**config.mk**
```make
export PLATFORM = sky130hd
export DESIGN_NAME = lru_list_tracker
export DESIGN_NICKNAME = d
export VERILOG_FILES = /design/src/hdl/lrut_pkg.sv /design/src/hdl/lru_list_tracker.sv /design/src/hdl/lrut_link_ram.sv
export SDC_FILE = /design/constraint.sdc
export NUM_CORES = 1
export LEC_CHECK = 0
export BUFFER_PORTS_ARGS = -buffer_cell sky130_fd_sc_hd__buf_4
export CAP_MARGIN = 10
export CELL_PAD_IN_SITES_DETAIL_PLACEMENT = 0
export CELL_PAD_IN_SITES_GLOBAL_PLACEMENT = 1
export CORE_UTILIZATION = 30
export DETAILED_ROUTE_END_ITERATION = 12
export PLACE_DENSITY = 0.56
export SKIP_CTS_REPAIR_TIMING = 1
export SYNTH_ARGS = -nofsm -noshare
export SYNTH_HDL_FRONTEND = slang
export SYNTH_SLANG_ARGS = --single-unit
export TNS_END_PERCENT = 30
```
**constraint.sdc**
```tcl
create_clock -name clk -period 4.69 [get_ports clk]
set_input_delay 0.2345 -clock clk [delete_from_list [all_inputs] [get_ports clk]]
set_output_delay 0.2345 -clock clk [all_outputs]
set_load 0.005 [all_outputs]
```
**src/hdl/lrut_pkg.sv**
```systemverilog
// ----------------------------------------------------------------------------
// LRU list tracker package
// Sizes, link encoding, command codes and sequencer states shared by the
// list tracker and its testbench.
// ----------------------------------------------------------------------------
package lrut_pkg;

	localparam int ENTRIES = 64;
	localparam int ID_W    = 6;
	localparam int IDX_W   = $clog2(ENTRIES);
	localparam int LINK_W  = $clog2(ENTRIES + 1);

	// A link equal to the entry count marks the end of the list.
	localparam logic [LINK_W-1:0] NULL_LINK = LINK_W'(ENTRIES);

	typedef enum logic [1:0] {
		CMD_TOUCH   = 2'd0,
		CMD_REMOVE  = 2'd1,
		CMD_RECLAIM = 2'd2,
		CMD_CLEAR   = 2'd3
	} cmd_t;

	typedef enum logic [2:0] {
		S_IDLE,
		S_EVAL,
		S_UNLINK,
		S_SELF,
		S_LINK_HEAD
	} state_t;

	function automatic logic link_is_ref(input logic [LINK_W-1:0] l);
		return l < NULL_LINK;
	endfunction

endpackage

```
**src/hdl/lru_list_tracker.sv**
```systemverilog
// ----------------------------------------------------------------------------
// LRU list tracker
// Recency order over numbered entries kept as a doubly linked list in two
// link memories, with head and tail pointers and a membership bit per entry.
// ----------------------------------------------------------------------------
// Usage:
// A command beat is taken on a rising edge where start is high and busy is
// low; cmd selects touch, remove, reclaim or clear, entry_id names the entry
// (or the keep entry of a reclaim, qualified by keep_valid).
// Every command gives exactly one result beat: done is high for one cycle
// with victim_valid, victim_id, was_listed and list_empty. The receiver
// cannot stall; the result must be taken in that cycle.
// The next and previous links of the addressed entry are read at the edge
// that takes the command; the neighbour updates then follow as single-write
// steps on each link memory, so the state path is set by those write ports:
//   clear, remove of an absent entry, touch of the head,
//   reclaim without a move: S_EVAL only
//   remove of a listed entry: S_EVAL, S_UNLINK
//   touch that inserts an absent entry: S_EVAL, S_SELF, S_LINK_HEAD
//   touch or reclaim that moves a listed entry to the head: S_EVAL, S_UNLINK,
//     S_SELF, S_LINK_HEAD; each path ends in the done cycle; a new
// command may be taken during the done cycle.
// After reset the list is empty and the block is idle; the link memories
// need no clearing since links are only used for listed entries.
// ----------------------------------------------------------------------------
module lru_list_tracker
	import lrut_pkg::*;
(
	input  logic            clk,
	input  logic            arst_n,
	input  logic            start,
	output logic            busy,
	input  logic [1:0]      cmd,
	input  logic [ID_W-1:0] entry_id,
	input  logic            keep_valid,
	output logic            done,
	output logic            victim_valid,
	output logic [ID_W-1:0] victim_id,
	output logic            was_listed,
	output logic            list_empty
);

	state_t state_q, state_d;

	logic              accept;
	logic [IDX_W-1:0]  in_idx;
	logic              in_range;

	cmd_t              cmd_q;
	logic [IDX_W-1:0]  idx_q;
	logic              keep_q;
	logic              inr_q;
	logic              lst_q;

	logic [ENTRIES-1:0] listed_q;
	logic [LINK_W-1:0]  head_q, head_d;
	logic [LINK_W-1:0]  tail_q, tail_d;
	logic               done_q, done_d;
	logic               lst_set, lst_clr, lst_clear_all;

	logic               next_we, prev_we;
	logic [IDX_W-1:0]   next_waddr, prev_waddr;
	logic [LINK_W-1:0]  next_wdata, prev_wdata;
	logic [LINK_W-1:0]  next_rd, prev_rd;
	logic [LINK_W-1:0]  self_link;
	logic               move_cmd;

	assign busy     = (state_q != S_IDLE);
	assign accept   = start && !busy;
	assign in_idx   = IDX_W'(entry_id);
	assign in_range = (int'(entry_id) < ENTRIES);
	assign self_link = LINK_W'(idx_q);
	assign move_cmd  = (cmd_q == CMD_TOUCH) || (cmd_q == CMD_RECLAIM && keep_q);

	lrut_link_ram #(.DEPTH(ENTRIES), .WIDTH(LINK_W)) u_next_ram (
		.clk   (clk),
		.we    (next_we),
		.waddr (next_waddr),
		.wdata (next_wdata),
		.re    (accept),
		.raddr (in_idx),
		.rdata (next_rd)
	);

	lrut_link_ram #(.DEPTH(ENTRIES), .WIDTH(LINK_W)) u_prev_ram (
		.clk   (clk),
		.we    (prev_we),
		.waddr (prev_waddr),
		.wdata (prev_wdata),
		.re    (accept),
		.raddr (in_idx),
		.rdata (prev_rd)
	);

	// Command beat capture; the membership bit is sampled with it.
	always_ff @(posedge clk) begin
		if (accept) begin
			cmd_q  <= cmd_t'(cmd);
			idx_q  <= in_idx;
			keep_q <= keep_valid;
			inr_q  <= in_range;
			lst_q  <= in_range && listed_q[in_idx];
		end
	end

	always_ff @(posedge clk or negedge arst_n) begin
		if (!arst_n) begin
			state_q <= S_IDLE;
		end else begin
			state_q <= state_d;
		end
	end

	always_comb begin
		state_d       = state_q;
		head_d        = head_q;
		tail_d        = tail_q;
		done_d        = 1'b0;
		lst_set       = 1'b0;
		lst_clr       = 1'b0;
		lst_clear_all = 1'b0;
		next_we       = 1'b0;
		next_waddr    = idx_q;
		next_wdata    = NULL_LINK;
		prev_we       = 1'b0;
		prev_waddr    = idx_q;
		prev_wdata    = NULL_LINK;
		unique case (state_q)
			S_IDLE: begin
				if (accept) begin
					state_d = S_EVAL;
				end
			end
			S_EVAL: begin
				unique case (cmd_q)
					CMD_CLEAR: begin
						lst_clear_all = 1'b1;
						head_d        = NULL_LINK;
						tail_d        = NULL_LINK;
						done_d        = 1'b1;
						state_d       = S_IDLE;
					end
					CMD_REMOVE: begin
						if (lst_q) begin
							state_d = S_UNLINK;
						end else begin
							done_d  = 1'b1;
							state_d = S_IDLE;
						end
					end
					default: begin
						// Touch, or reclaim with a keep entry: an entry already at the
						// head stays where it is.
						if (move_cmd && lst_q && link_is_ref(prev_rd)) begin
							state_d = S_UNLINK;
						end else if (cmd_q == CMD_TOUCH && inr_q && !lst_q) begin
							state_d = S_SELF;
						end else begin
							done_d  = 1'b1;
							state_d = S_IDLE;
						end
					end
				endcase
			end
			S_UNLINK: begin
				if (link_is_ref(next_rd)) begin
					prev_we    = 1'b1;
					prev_waddr = IDX_W'(next_rd);
					prev_wdata = prev_rd;
				end else begin
					tail_d = prev_rd;
				end
				if (link_is_ref(prev_rd)) begin
					next_we    = 1'b1;
					next_waddr = IDX_W'(prev_rd);
					next_wdata = next_rd;
				end else begin
					head_d = next_rd;
				end
				lst_clr = 1'b1;
				if (cmd_q == CMD_REMOVE) begin
					done_d  = 1'b1;
					state_d = S_IDLE;
				end else begin
					state_d = S_SELF;
				end
			end
			S_SELF: begin
				next_we    = 1'b1;
				next_wdata = head_q;
				prev_we    = 1'b1;
				prev_wdata = NULL_LINK;
				lst_set    = 1'b1;
				state_d    = S_LINK_HEAD;
			end
			S_LINK_HEAD: begin
				if (link_is_ref(head_q)) begin
					prev_we    = 1'b1;
					prev_waddr = IDX_W'(head_q);
					prev_wdata = self_link;
				end else begin
					tail_d = self_link;
				end
				head_d  = self_link;
				done_d  = 1'b1;
				state_d = S_IDLE;
			end
			default: begin
				state_d = S_IDLE;
			end
		endcase
	end

	always_ff @(posedge clk or negedge arst_n) begin
		if (!arst_n) begin
			listed_q <= '0;
			head_q   <= NULL_LINK;
			tail_q   <= NULL_LINK;
			done_q   <= 1'b0;
		end else begin
			head_q <= head_d;
			tail_q <= tail_d;
			done_q <= done_d;
			if (lst_clear_all) begin
				listed_q <= '0;
			end else if (lst_set) begin
				listed_q[idx_q] <= 1'b1;
			end else if (lst_clr) begin
				listed_q[idx_q] <= 1'b0;
			end
		end
	end

	// Result beat: all sources are settled registers during the done cycle.
	assign done         = done_q;
	assign victim_valid = (cmd_q == CMD_RECLAIM) && link_is_ref(tail_q)
		&& !(keep_q && inr_q && (IDX_W'(tail_q) == idx_q));
	assign victim_id    = victim_valid ? ID_W'(tail_q) : '0;
	assign was_listed   = (cmd_q == CMD_TOUCH || cmd_q == CMD_REMOVE) ? lst_q
		: ((cmd_q == CMD_RECLAIM) ? (keep_q && lst_q) : 1'b0);
	assign list_empty   = !link_is_ref(head_q);

`ifndef NO_ASSERTIONS
	a_done_idle: assert property (@(posedge clk) disable iff (!arst_n)
		done_q |-> !busy)
		else $error("result beat while the sequencer is still working");

	a_accept_eval: assert property (@(posedge clk) disable iff (!arst_n)
		accept |=> (state_q == S_EVAL))
		else $error("accepted command did not move to evaluation");

	a_ends_match: assert property (@(posedge clk) disable iff (!arst_n)
		link_is_ref(head_q) == link_is_ref(tail_q))
		else $error("head and tail disagree on whether the list is empty");

	a_members_idle: assert property (@(posedge clk) disable iff (!arst_n)
		!busy |-> ((listed_q == '0) == !link_is_ref(head_q)))
		else $error("membership bits disagree with the head pointer");

	a_done_after_work: assert property (@(posedge clk) disable iff (!arst_n)
		done_q |-> $past(busy))
		else $error("result beat without a command in progress");
`endif

endmodule

```
**src/hdl/lrut_link_ram.sv**
```systemverilog
// ----------------------------------------------------------------------------
// LRU link memory
// Simple dual-port synchronous RAM: one write port and one read port with a
// registered read. Contents are undefined after reset.
// ----------------------------------------------------------------------------
module lrut_link_ram #(
	parameter int DEPTH = 64,
	parameter int WIDTH = 7
) (
	input  logic                     clk,
	input  logic                     we,
	input  logic [$clog2(DEPTH)-1:0] waddr,
	input  logic [WIDTH-1:0]         wdata,
	input  logic                     re,
	input  logic [$clog2(DEPTH)-1:0] raddr,
	output logic [WIDTH-1:0]         rdata
);

	logic [WIDTH-1:0] mem [DEPTH];

	always_ff @(posedge clk) begin
		if (we) begin
			mem[waddr] <= wdata;
		end
	end

	always_ff @(posedge clk) begin
		if (re) begin
			rdata <= mem[raddr];
		end
	end

endmodule

```
=== Yosys cells after proc, flatten, opt, wreduce, memory -nomap -nowiden ===
Memories as Yosys holds them, arrays and structs flattened. A register that Yosys moved wholly into a read port is not among the register bits.
Cells that the tools add are included.

* Memories: 2
* RAM bits: 896
* Output and inout port bits: 11
* Input port bits: 12
* Word-level logic and storage cells: 109
* Bits in registers: 92

{| class="wikitable"
|+ Memories
! memory !! words !! width !! rd ports !! clocked after Yosys merged registers in !! wr ports !! RTL line !! source
|-
| u_next_ram.mem || 64 || 7 || 1 || 1 || 1 || lrut_link_ram.sv:19 || <nowiki>logic [WIDTH-1:0] mem [DEPTH];</nowiki>
|-
| u_prev_ram.mem || 64 || 7 || 1 || 1 || 1 || lrut_link_ram.sv:19 ||
|}

* Bitwise logic cells: 3
* Equality and inequality tests: 13
* Reductions and logical operators: 23
* Magnitude comparators: 7
* Muxes and demuxes: 52

{| class="wikitable"
|+ Operators with widths
! cell !! number
|-
| 64-bit 2-to-1 mux || 3
|-
| 64-bit bitwise AND || 1
|-
| 64-bit NOT || 1
|-
| 64-bit OR || 1
|-
| 7-bit 2-to-1 mux || 7
|-
| 7-bit one-hot mux with 3 select lines || 2
|-
| 6-bit 2-to-1 mux || 5
|-
| 7-bit less-than comparator, second input constant || 4
|-
| 7-bit one-hot mux with 2 select lines || 2
|-
| 1-bit 2-to-1 mux || 19
|-
| 6-bit by 7-bit less-than comparator with 1-bit output, second input constant || 2
|-
| 3-bit one-hot mux with 4 select lines || 1
|-
| 6-bit one-hot mux with 2 select lines || 1
|-
| 1-bit logical AND || 10
|-
| 2-bit inequality test, second input constant || 5
|-
| 3-bit nonzero test || 3
|-
| 2-bit 2-to-1 mux || 4
|-
| 1-bit binary-select mux with 6-bit select || 1
|-
| 1-bit demux with 6-bit select || 1
|-
| 3-bit by 2-bit equality test with 1-bit output, second input constant || 2
|-
| 6-bit equality test || 1
|-
| 6-bit by 1-bit >= comparator with 1-bit output, second input constant || 1
|-
| 1-bit one-hot mux with 3 select lines || 2
|-
| 2-bit equality test, second input constant || 2
|-
| 12 further kinds || 17
|}

=== Longest topological paths before layout ===
Gate-level depths: netlist of the first run.

* Word-level depth: 9
* Mapped depth: 9
* Gate-level depth less buffers: 5

=== By module ===
Synthesis of the first run repeated with hierarchy kept, for this count alone.

* Cells, all modules: 2220
* Area total of the unflattened synthesis: 40697.8 µm²

{| class="wikitable"
|+ By module, submodules not included
! module !! area each (µm²) !! cells an instance !! times used !! seq. area each (µm²)
|-
| lrut_link_ram || 17705.7 || 827 || 2 || 13663.1
|-
| lru_list_tracker || 5286.3 || 566 || 1 || 2354.8
|}

=== Worst setup path before layout of the first run ===
No wires, ideal clock.

* Path kind: reg2reg
* Start point: register state_q[2]
* End point: memory u_prev_ram.mem[0][3], data pin
* Stages on the path, launching flop included: 7
* Period minus slack after synthesis: 4.888 ns
* Setup time: 0.702 ns
* Buffers on the path: 3
* Required time: 3.988 ns
* Arrival time: 4.186 ns
* Slack: -0.198 ns
* Path through: dfrtp_1 -> buf_2 -> clkbuf_1 -> nor3b_1 -> clkbuf_1 -> nand2_1 -> o21ai_0

* Cells in the longest elaborated chain, start to end: 2
* Elaborated cells between the ends (all ways): 3
* Classes of those cells: eq/ne (2); mux (1)

{| class="wikitable"
|+ RTL lines
! what !! RTL line !! source
|-
| from (decl) || lru_list_tracker.sv:43 || <nowiki>state_t state_q, state_d;</nowiki>
|-
| from (signal assigned) || lru_list_tracker.sv:110 || <nowiki>state_q <= state_d;</nowiki>
|-
| 3-bit equality test or 3-bit by 2-bit equality test with 1-bit output (tied branches) || lru_list_tracker.sv:128 || <nowiki>unique case (state_q)</nowiki>
|-
| 7-bit one-hot mux with 2 select lines * || lru_list_tracker.sv:128 ||
|-
| net prev_wdata[3] || lru_list_tracker.sv:63 || <nowiki>logic [LINK_W-1:0] next_wdata, prev_wdata;</nowiki>
|-
| to (decl) || lrut_link_ram.sv:19 ||
|}

The timed path passes the listed nets; every way through them passes the cells marked *.

=== Worst setup path in the final report of the first run ===
* Start point: register state_q[0]
* End point: memory u_prev_ram.mem[13][2], enable pin

* Cells in the longest elaborated chain, start to end: 4
* Elaborated cells between the ends (all ways): 7
* Classes of those cells: eq/ne (3); mux (4)

{| class="wikitable"
|+ RTL lines
! what !! RTL line !! source
|-
| 3-bit equality test or 3-bit by 2-bit equality test with 1-bit output (tied branches) || lru_list_tracker.sv:128 ||
|-
| 1-bit one-hot mux with 3 select lines || lru_list_tracker.sv:128 ||
|-
| 1-bit 2-to-1 mux || lrut_link_ram.sv:22 || <nowiki>if (we) begin</nowiki>
|-
| 1-bit 2-to-1 mux (not written as such) || lrut_link_ram.sv:23 || <nowiki>mem[waddr] <= wdata;</nowiki>
|}

Parallel ways exist; a longest one is shown, timed or not.

==> results of run 1 <==
## synthesized netlist by cell type (24+ instances only)
master / number / share of area (%)
dfrtp_1: 80 / 5.0
a21oi_1: 95 / 1.2
buf_2: 35 / 0.43
mux4_2: 160 / 8.9
nand2_1: 83 / 0.77
a221oi_1: 24 / 0.52
mux2_2: 40 / 1.1
nor2_1: 162 / 1.5
clkbuf_1: 83 / 0.77
mux2i_1: 118 / 2.9
o21ai_0: 147 / 1.8
nand3_1: 31 / 0.38
a211oi_1: 36 / 0.67
a22oi_1: 52 / 0.97
a22o_1: 26 / 0.56
edfxtp_1: 920 / 68
nor2b_1: 29 / 0.45
## power by group through the flow
stage / clock, W / combinational (W) / sequential (W)
2_1_floorplan: 0 / 0.00135 / 0.0105
3_3_place_gp: 0 / 0.00223 / 0.0106
3_5_place_dp: 0 / 0.00226 / 0.0106
4_1_cts: 0.00845 / 0.00227 / 0.0104
5_1_grt: 0.00877 / 0.00243 / 0.0105
6_report: 0.00830 / 0.00227 / 0.0105
## cells by family after synthesis
family	synth area share, %
flops	73.6
compound gates	7.18
simple gates	4.63
mux	13.0
buf+inv	1.50
xor+xnor	0.130
## through the flow
step | std cells | hold slack (ps) | instance area [µm²] | total power, W
2_1_floorplan | 2320 | -61.1 | 40300 | 0.0118
3_3_place_gp | 4048 | 417 | 43000 | 0.0129
3_5_place_dp | 4048 | 414 | 43000 | 0.0129
4_1_cts | 4239 | -372 | 46300 | 0.0212
5_1_grt | 4247 | 216 | 46400 | 0.0217
6_report | 4248 | 232 | 46400 | 0.0210
## worst paths after layout
check	from	end	slack (ps)
worst min register to register	tail_q[6]	tail_q[6]	480
worst min-delay path	keep_valid	keep_q	230
min in group asynchronous	arst_n	listed_q[25]	250
max in group asynchronous	arst_n	listed_q[63]	3680
worst max-delay path	state_q[0]	u_prev_ram.mem[13][2]	870
worst max register to register	state_q[0]	u_prev_ram.mem[13][2]	870
## critical path, cell delays in order, from the launching register on
cell and delay, ps:
dfrtp_1 670, nor4b_2 680, a22oi_1 220, o21ai_0 240, nand4_1 670, buf_4 430, nor2_1 490
## final cells by class
cell class | instances | area share, %
Tap cell | 1768 | 4.77
Antenna cell | 1 | 0.00539
Multi-Input combinational cell | 1171 | 22.0
Inverter | 9 | 0.0728
Clock buffer | 127 | 5.93
Clock inverter | 64 | 1.35
Timing Repair Buffer | 106 | 1.94
Sequential cell | 1002 | 63.9
## flip-flops by register name, summed over array words and instances, names as in the netlist, 6 cells and up
register          flops
u_next_ram.mem      448
u_next_ram.rdata      7
listed_q             64
u_prev_ram.rdata      7
tail_q                7
head_q                7
u_prev_ram.mem      448
idx_q                 6
## metal layers
layer  track usage, %  vias up  part of all wire [%]  routed length (µm)
met2             26.8      753                    47               54400
met4             5.01        0                   2.4                2790
met3             2.67      165                   5.5                6320
li1                 -     9540                     -                   -
met5                0        -                     0                   0
met1             23.8    11764                    45               52400
==> results.cfg, run 1 <==
[cells_and_area]
multi_input_area_um2 = 10200
seqCellArea_um2 = 29700
syn_to_final_growth_pct = 15.1
final_common_cell = edfxtp_1
nFillCells = 12595
final_layout_size_suffix_gt1_share_pct = 19.6
fin_util_pct = 34.8
fin_nets = 2407
final_cell_mix = edfxtp_1 (920), mux4_2 (160), nor2_1 (159), o21ai_0 (145), mux2i_1 (118)

[synth]
ys_seq_area_share_pct = 73.6
synth.avg_cell_area_um2 = 17.4
async_flop_share_pct = 8.18
netlist_area_um2 = 40300
synthCells = 2320
ys_warn_count = 0
ys_types = 58
synth_fp_nets = 2332
ys.flop_type = edfxtp_1
synth-edff-count = 920
ys_ff_latch = 1002

[timing]
slew-limit-headroom_pct = 20.1
finalWorstSetupSlack_ps = 869
setup_violations = 0
finClkSkew_ps = 46.0
fin_crit_sh_pct = 81.5
drv_slew = 0
worst_pin_slew_ps = 1190
final_hold_viol_count = 0
max_freq_mhz = 262
period_needed_ps = 3820
rsz0062_at_grt = false
finalSetupTns_ps = 0

[pwr]
seqPwrFrac_pct = 49.7
peakVddDrop_mv = 0.319
switching_power_w = 0.00543
powerDensity_nw_per_um2 = 453
p_clk_share_pct = 39.5
swShare_pct = 25.8
p_int_w = 0.0156
combPwrFrac_pct = 10.8
leakage_nw = 14.9

[clocking]
clk_path_buf_depth = 3
clockRootBuffer = clkbuf_16
cts_tree = built
clk_pin_slew_ps = 70
clock_latency_ps = 730
cts_buffers = 105
cts_sinks = 1002
htreeDepth = 3

[placed_design]
place.gp.congestion = 0.833
hpwl_mm = 73.9
portBuffers = 22
dp_slack_ps = 1010

[drt]
wire_per_inst_um = 27.3
routed_wl_mm = 116
viasPerCell = 5.23
num_vias = 22222
drc = 0
ant_nets = 0
dr.first_iter.drc_count = 2244
drt_first_pass_iters = 7

[global_route]
antenna_found_initial = 2
grt_overflow = 0
grt_max_degree = 93
grt_pass1_vias = 22775
grt_use_total_pct = 16.9
grt_first_pass_wirelength_mm = 167

[floorplan]
dieHeight_um = 369
io_pins = 23
design.die.area_um2 = 136000
start_util_pct = 30.2
core-area_um2 = 133000
die_x_um = 369
rows = 134

[setup_path]
crit_required_ps = 5020
rr_worst_depth = 6
cp-end-kind = register
cp.arrival_ps = 4150
start_kind = register
cp_max_fo = 27
critPathKind = reg -> reg

[run]
maxCapViolations = 0

[hold_path]
min_path_type = in -> reg
holdPathStages = 2

[status]
outcome = complete, no violations
Note: power is estimated with default switching activity, not from simulation.
==> inputs of run 2 (changes only) <==
Clock period 4.69 ns to 3.25 ns, I/O delays scaled along.
==> run 2 against run 1 <==
Sequential share of layout area down 1.3 points. Flip-flop and latch count is the same. Largest power group unchanged. Clock skew shrank 12 ps. Worst setup slack worse by 640 ps.
==> results.cfg, run 2 (synthesis gave the netlist of run 1 again) <==
[run]
maxCapViolations = 0

[clocking]
clock_latency_ps = 710
clockRootBuffer = clkbuf_16
cts_tree = built
cts_buffers = 103
clk_pin_slew_ps = 60
htreeDepth = 3
cts_sinks = 1002
clk_path_buf_depth = 3

[cells_and_area]
final_common_cell = edfxtp_1
fin_nets = 2524
n_antenna_cell = 0
final_layout_size_suffix_gt1_share_pct = 23.2
fin_util_pct = 35.5
syn_to_final_growth_pct = 17.5
design_area_um2 = 47400
final_cell_mix = edfxtp_1 (920), buf_4 (199), mux4_2 (160), nor2_1 (159), o21ai_0 (145)
largestRegisters = u_next_ram.mem: 448 flops, u_prev_ram.mem: 448 flops, listed_q: 64 flops

[status]
outcome = complete, no violations

[pwr]
peakVddDrop_mv = 0.375
totalPowerFinal_w = 0.0305
powerDensity_nw_per_um2 = 643
leakage_nw = 15.5

[global_route]
grt_use_total_pct = 17.3
grt_overflow = 0
antenna_found_initial = 1
grt_first_pass_wirelength_mm = 170
grt_pass1_vias = 23415
grt_max_degree = 83

[floorplan]
core-area_um2 = 133000
rows = 134
design.die.area_um2 = 136000
start_util_pct = 30.2
dieHeight_um = 369
io_pins = 23
die_x_um = 369

[timing]
worst_pin_slew_ps = 1120
drv_slew = 0
slew-limit-headroom_pct = 25.7
final_hold_viol_count = 0
setup_violations = 0
finalWorstSetupSlack_ps = 231
finClkSkew_ps = 34.2
finalSetupTns_ps = 0
period_needed_ps = 3020
rsz0062_at_grt = false
max_freq_mhz = 331
fin_crit_sh_pct = 92.9

[drt]
routed_wl_mm = 117
ant_nets = 0
drt_first_pass_iters = 6
num_vias = 22729
wire_per_inst_um = 26.9
viasPerCell = 5.21
dr.first_iter.drc_count = 1981
drc = 0

[placed_design]
dp_slack_ps = 272
place.gp.congestion = 0.848
portBuffers = 22
postPlaceCellArea_um2 = 43900
hpwl_mm = 76.9

[setup_path]
cp.arrival_ps = 2860
critPathKind = reg -> out
cp-end-kind = output pin
cp_max_fo = 10
start_kind = register
crit_required_ps = 3090

[hold_path]
min_path_type = in -> reg
==> run 2: through the flow <==
stage / hold WS, ps / instances
finish: 188 / 4362
global placement: 347 / 4167
detailed placement: 347 / 4167
global route: 176 / 4362
CTS: -408 / 4354
floorplan: -133 / 2320
==> run 2: cell type report <==
cell class	instances	area, µm²
clock buffers	134	2870
clock inverters	53	538
fillers	12592	86000
inverters	9	33.8
multi-input cells	1171	10200
flip-flops and latches	1002	29700
well taps	1768	2210
repair buffers	225	1920
==> run 2: worst paths after layout <==
check	endpoint	startpoint	depth (start not counted)	slack, ps
worst max-delay path	victim_id[4]	idx_q[3]	8	230
worst min-delay path	cmd_q[0]	cmd[0]	2	190
worst max register to register	u_next_ram.mem[12][4]	u_prev_ram.rdata[6]	6	240
worst min register to register	listed_q[0]	listed_q[0]	2	510
max in group asynchronous	head_q[5]	arst_n	2	2300
min in group asynchronous	listed_q[10]	arst_n	2	200
==> run 2: routing by layer <==
metal  wire, µm  share of wire [%]  global-route usage [%]
met1      52200                 44                    24.0
met2      56000                 48                    27.6
met3       7170                6.1                    3.60
met4       2100                1.8                    4.18
met5         13              0.011                       0
==> run 2: power breakdown <==
part	internal, W	switching, W
combinational	0.00107	0.00248
clock	0.00701	0.00496
sequential	0.0147	0.000301
==> run 2: worst max-delay path: stages, from the launching register on <==
cell,delay (ps)
edfxtp_1,500
buf_4,240
xnor2_1,160
nand4_1,150
nor4_1,290
nor4b_2,80
buf_4,190
and2_1,320
buf_4,220
==> inputs of run 3 (changes only) <==
Settings changed: CELL_PAD_IN_SITES_DETAIL_PLACEMENT 0 to 1, CELL_PAD_IN_SITES_GLOBAL_PLACEMENT 1 to 2, PLACE_DENSITY 0.56 to 0.61.
==> run 3 against run 2 <==
Maximum frequency fell by 6.6%. Register-to-register slack got worse by 220 ps. Via count rose by 1.3%. Combinational power rose by 2%. Total power rose by 0.73%. Cell count rose by 1.9%. Highest routed layer unchanged. Worst setup slack got worse by 210 ps. Largest cell class unchanged. Design area rose by 1.5%. Core utilization rose by 0.55 points. Sequential share of layout area fell by 0.95 points. Critical path depth fell by 2.
==> results.cfg, run 3 (synthesis gave the netlist of run 1 again) <==
[floorplan]
design.die.area_um2 = 136000
io_pins = 23
die_x_um = 369
dieHeight_um = 369
rows = 134
core-area_um2 = 133000
start_util_pct = 30.2

[pwr]
totalPowerFinal_w = 0.0307
p_clk_share_pct = 39.5
swShare_pct = 26.4
seqPwrFrac_pct = 48.7
peakVddDrop_mv = 0.442
leakage_nw = 15.9
switching_power_w = 0.00810
p_int_w = 0.0226
combPwrFrac_pct = 11.8
powerDensity_nw_per_um2 = 638

[clocking]
clock_latency_ps = 720
cts_buffers = 106
clk_pin_slew_ps = 70
htreeDepth = 3
cts_sinks = 1002
clk_path_buf_depth = 3
cts_tree = built
clockRootBuffer = clkbuf_16

[drt]
wire_per_inst_um = 27.2
drc = 0
drt_first_pass_iters = 5
dr.first_iter.drc_count = 1998
num_vias = 23022
routed_wl_mm = 121
viasPerCell = 5.18
ant_nets = 0

[run]
maxCapViolations = 0

[placed_design]
hpwl_mm = 79.5
portBuffers = 22
placed_cells = 4241
place.gp.congestion = 0.828

[timing]
period_needed_ps = 3230
max_freq_mhz = 309
setup_violations = 0
worst_pin_slew_ps = 1130
final_hold_viol_count = 0
drv_slew = 0
hold_slack_ps = 58.6
slew-limit-headroom_pct = 24.6
fin_crit_sh_pct = 99.4
finClkSkew_ps = 36.3
rsz0062_at_grt = true

[setup_path]
crit_required_ps = 3600
cp.arrival_ps = 3580
critPathKind = reg -> reg
start_kind = register
cp-end-kind = register
cp_max_fo = 8

[hold_path]
min_path_type = in -> reg

[global_route]
grt_use_total_pct = 17.8
grt_max_degree = 83
antenna_found_initial = 3
grt_first_pass_wirelength_mm = 176
grt_overflow = 0
grt_pass1_vias = 24618

[cells_and_area]
final_common_cell = edfxtp_1
final_cell_mix = edfxtp_1 (920), buf_4 (271), mux4_2 (160), o21ai_0 (145), nor2_1 (138)
instances_no_fill = 4444
syn_to_final_growth_pct = 19.3
fin_nets = 2599
final_layout_size_suffix_gt1_share_pct = 26.8
largestRegisters = u_next_ram.mem: 448 flops, u_prev_ram.mem: 448 flops, listed_q: 64 flops

[status]
outcome = complete, no violations
## run 3: cell types whose count changed in the layout (fill, tap and decap cells not counted), moves of 4 or more
cell and delta:
nor2_4 +8, clkinvlp_4 +9, nor2_1 -21, clkbuf_16 -4, nor2_2 +13, clkbuf_1 -12
clkinv_4 +9, inv_6 +5, buf_4 +72
## run 3: power by group through the flow
stage / Clock [W] / Combinational, W / Sequential [W]
after floorplan: 0 / 0.00195 / 0.0151
after global placement: 0 / 0.00351 / 0.0152
after detailed placement: 0 / 0.00361 / 0.0152
after CTS: 0.0124 / 0.00362 / 0.0150
after global routing: 0.0128 / 0.00388 / 0.0150
final: 0.0121 / 0.00362 / 0.0150
## run 3: metal layers
metal | track usage, % | up-vias | wire [µm]
li1 | - | 9927 | -
met1 | 23.4 | 12226 | 51800
met2 | 29.3 | 687 | 58600
met3 | 3.78 | 178 | 7390
met4 | 5.76 | 4 | 3150
met5 | 0 | - | 22
## run 3: area by class of cell
cell class	count	area, µm²
inverters	9	33.8
clock inverters	81	807
diodes	1	2.50
repair buffers	297	2480
multi-input cells	1171	10200
flip-flops and latches	1002	29700
well taps	1768	2210
fillers	13488	85300
clock buffers	115	2690
## run 3: critical path, stage by stage, from the launching register on
cell	delay (ps)
dfrtp_1	510
nor3b_1	290
o21bai_1	250
a222oi_1	450
buf_4	260
or3b_1	550
nor2_1	560
## run 3: final timing paths
check | from | endpoint | slack [ps] | cells past startpoint
setup reg to reg | state_q[2] | u_prev_ram.mem[49][0] | 20 | 6
min in group asynchronous | arst_n | listed_q[56] | 230 | 2
setup / recovery | state_q[2] | u_prev_ram.mem[49][0] | 20 | 6
hold / removal | entry_id[4] | idx_q[4] | 60 | 2
hold reg to reg | tail_q[6] | tail_q[6] | 490 | 2
max in group asynchronous | arst_n | listed_q[31] | 2290 | 2
## run 3: stage by stage
stage          TNS, ps  cell area (µm²)  worst slack (ps)  utilization [%]
2_1_floorplan        0            40300              14.7                -
3_3_place_gp         0            44500               214             33.3
3_5_place_dp         0            44500              52.4             33.3
4_1_cts              0            48000              11.1             36.0
5_1_grt          -7840            48100              -193             36.1
6_report             0            48100              18.2             36.1
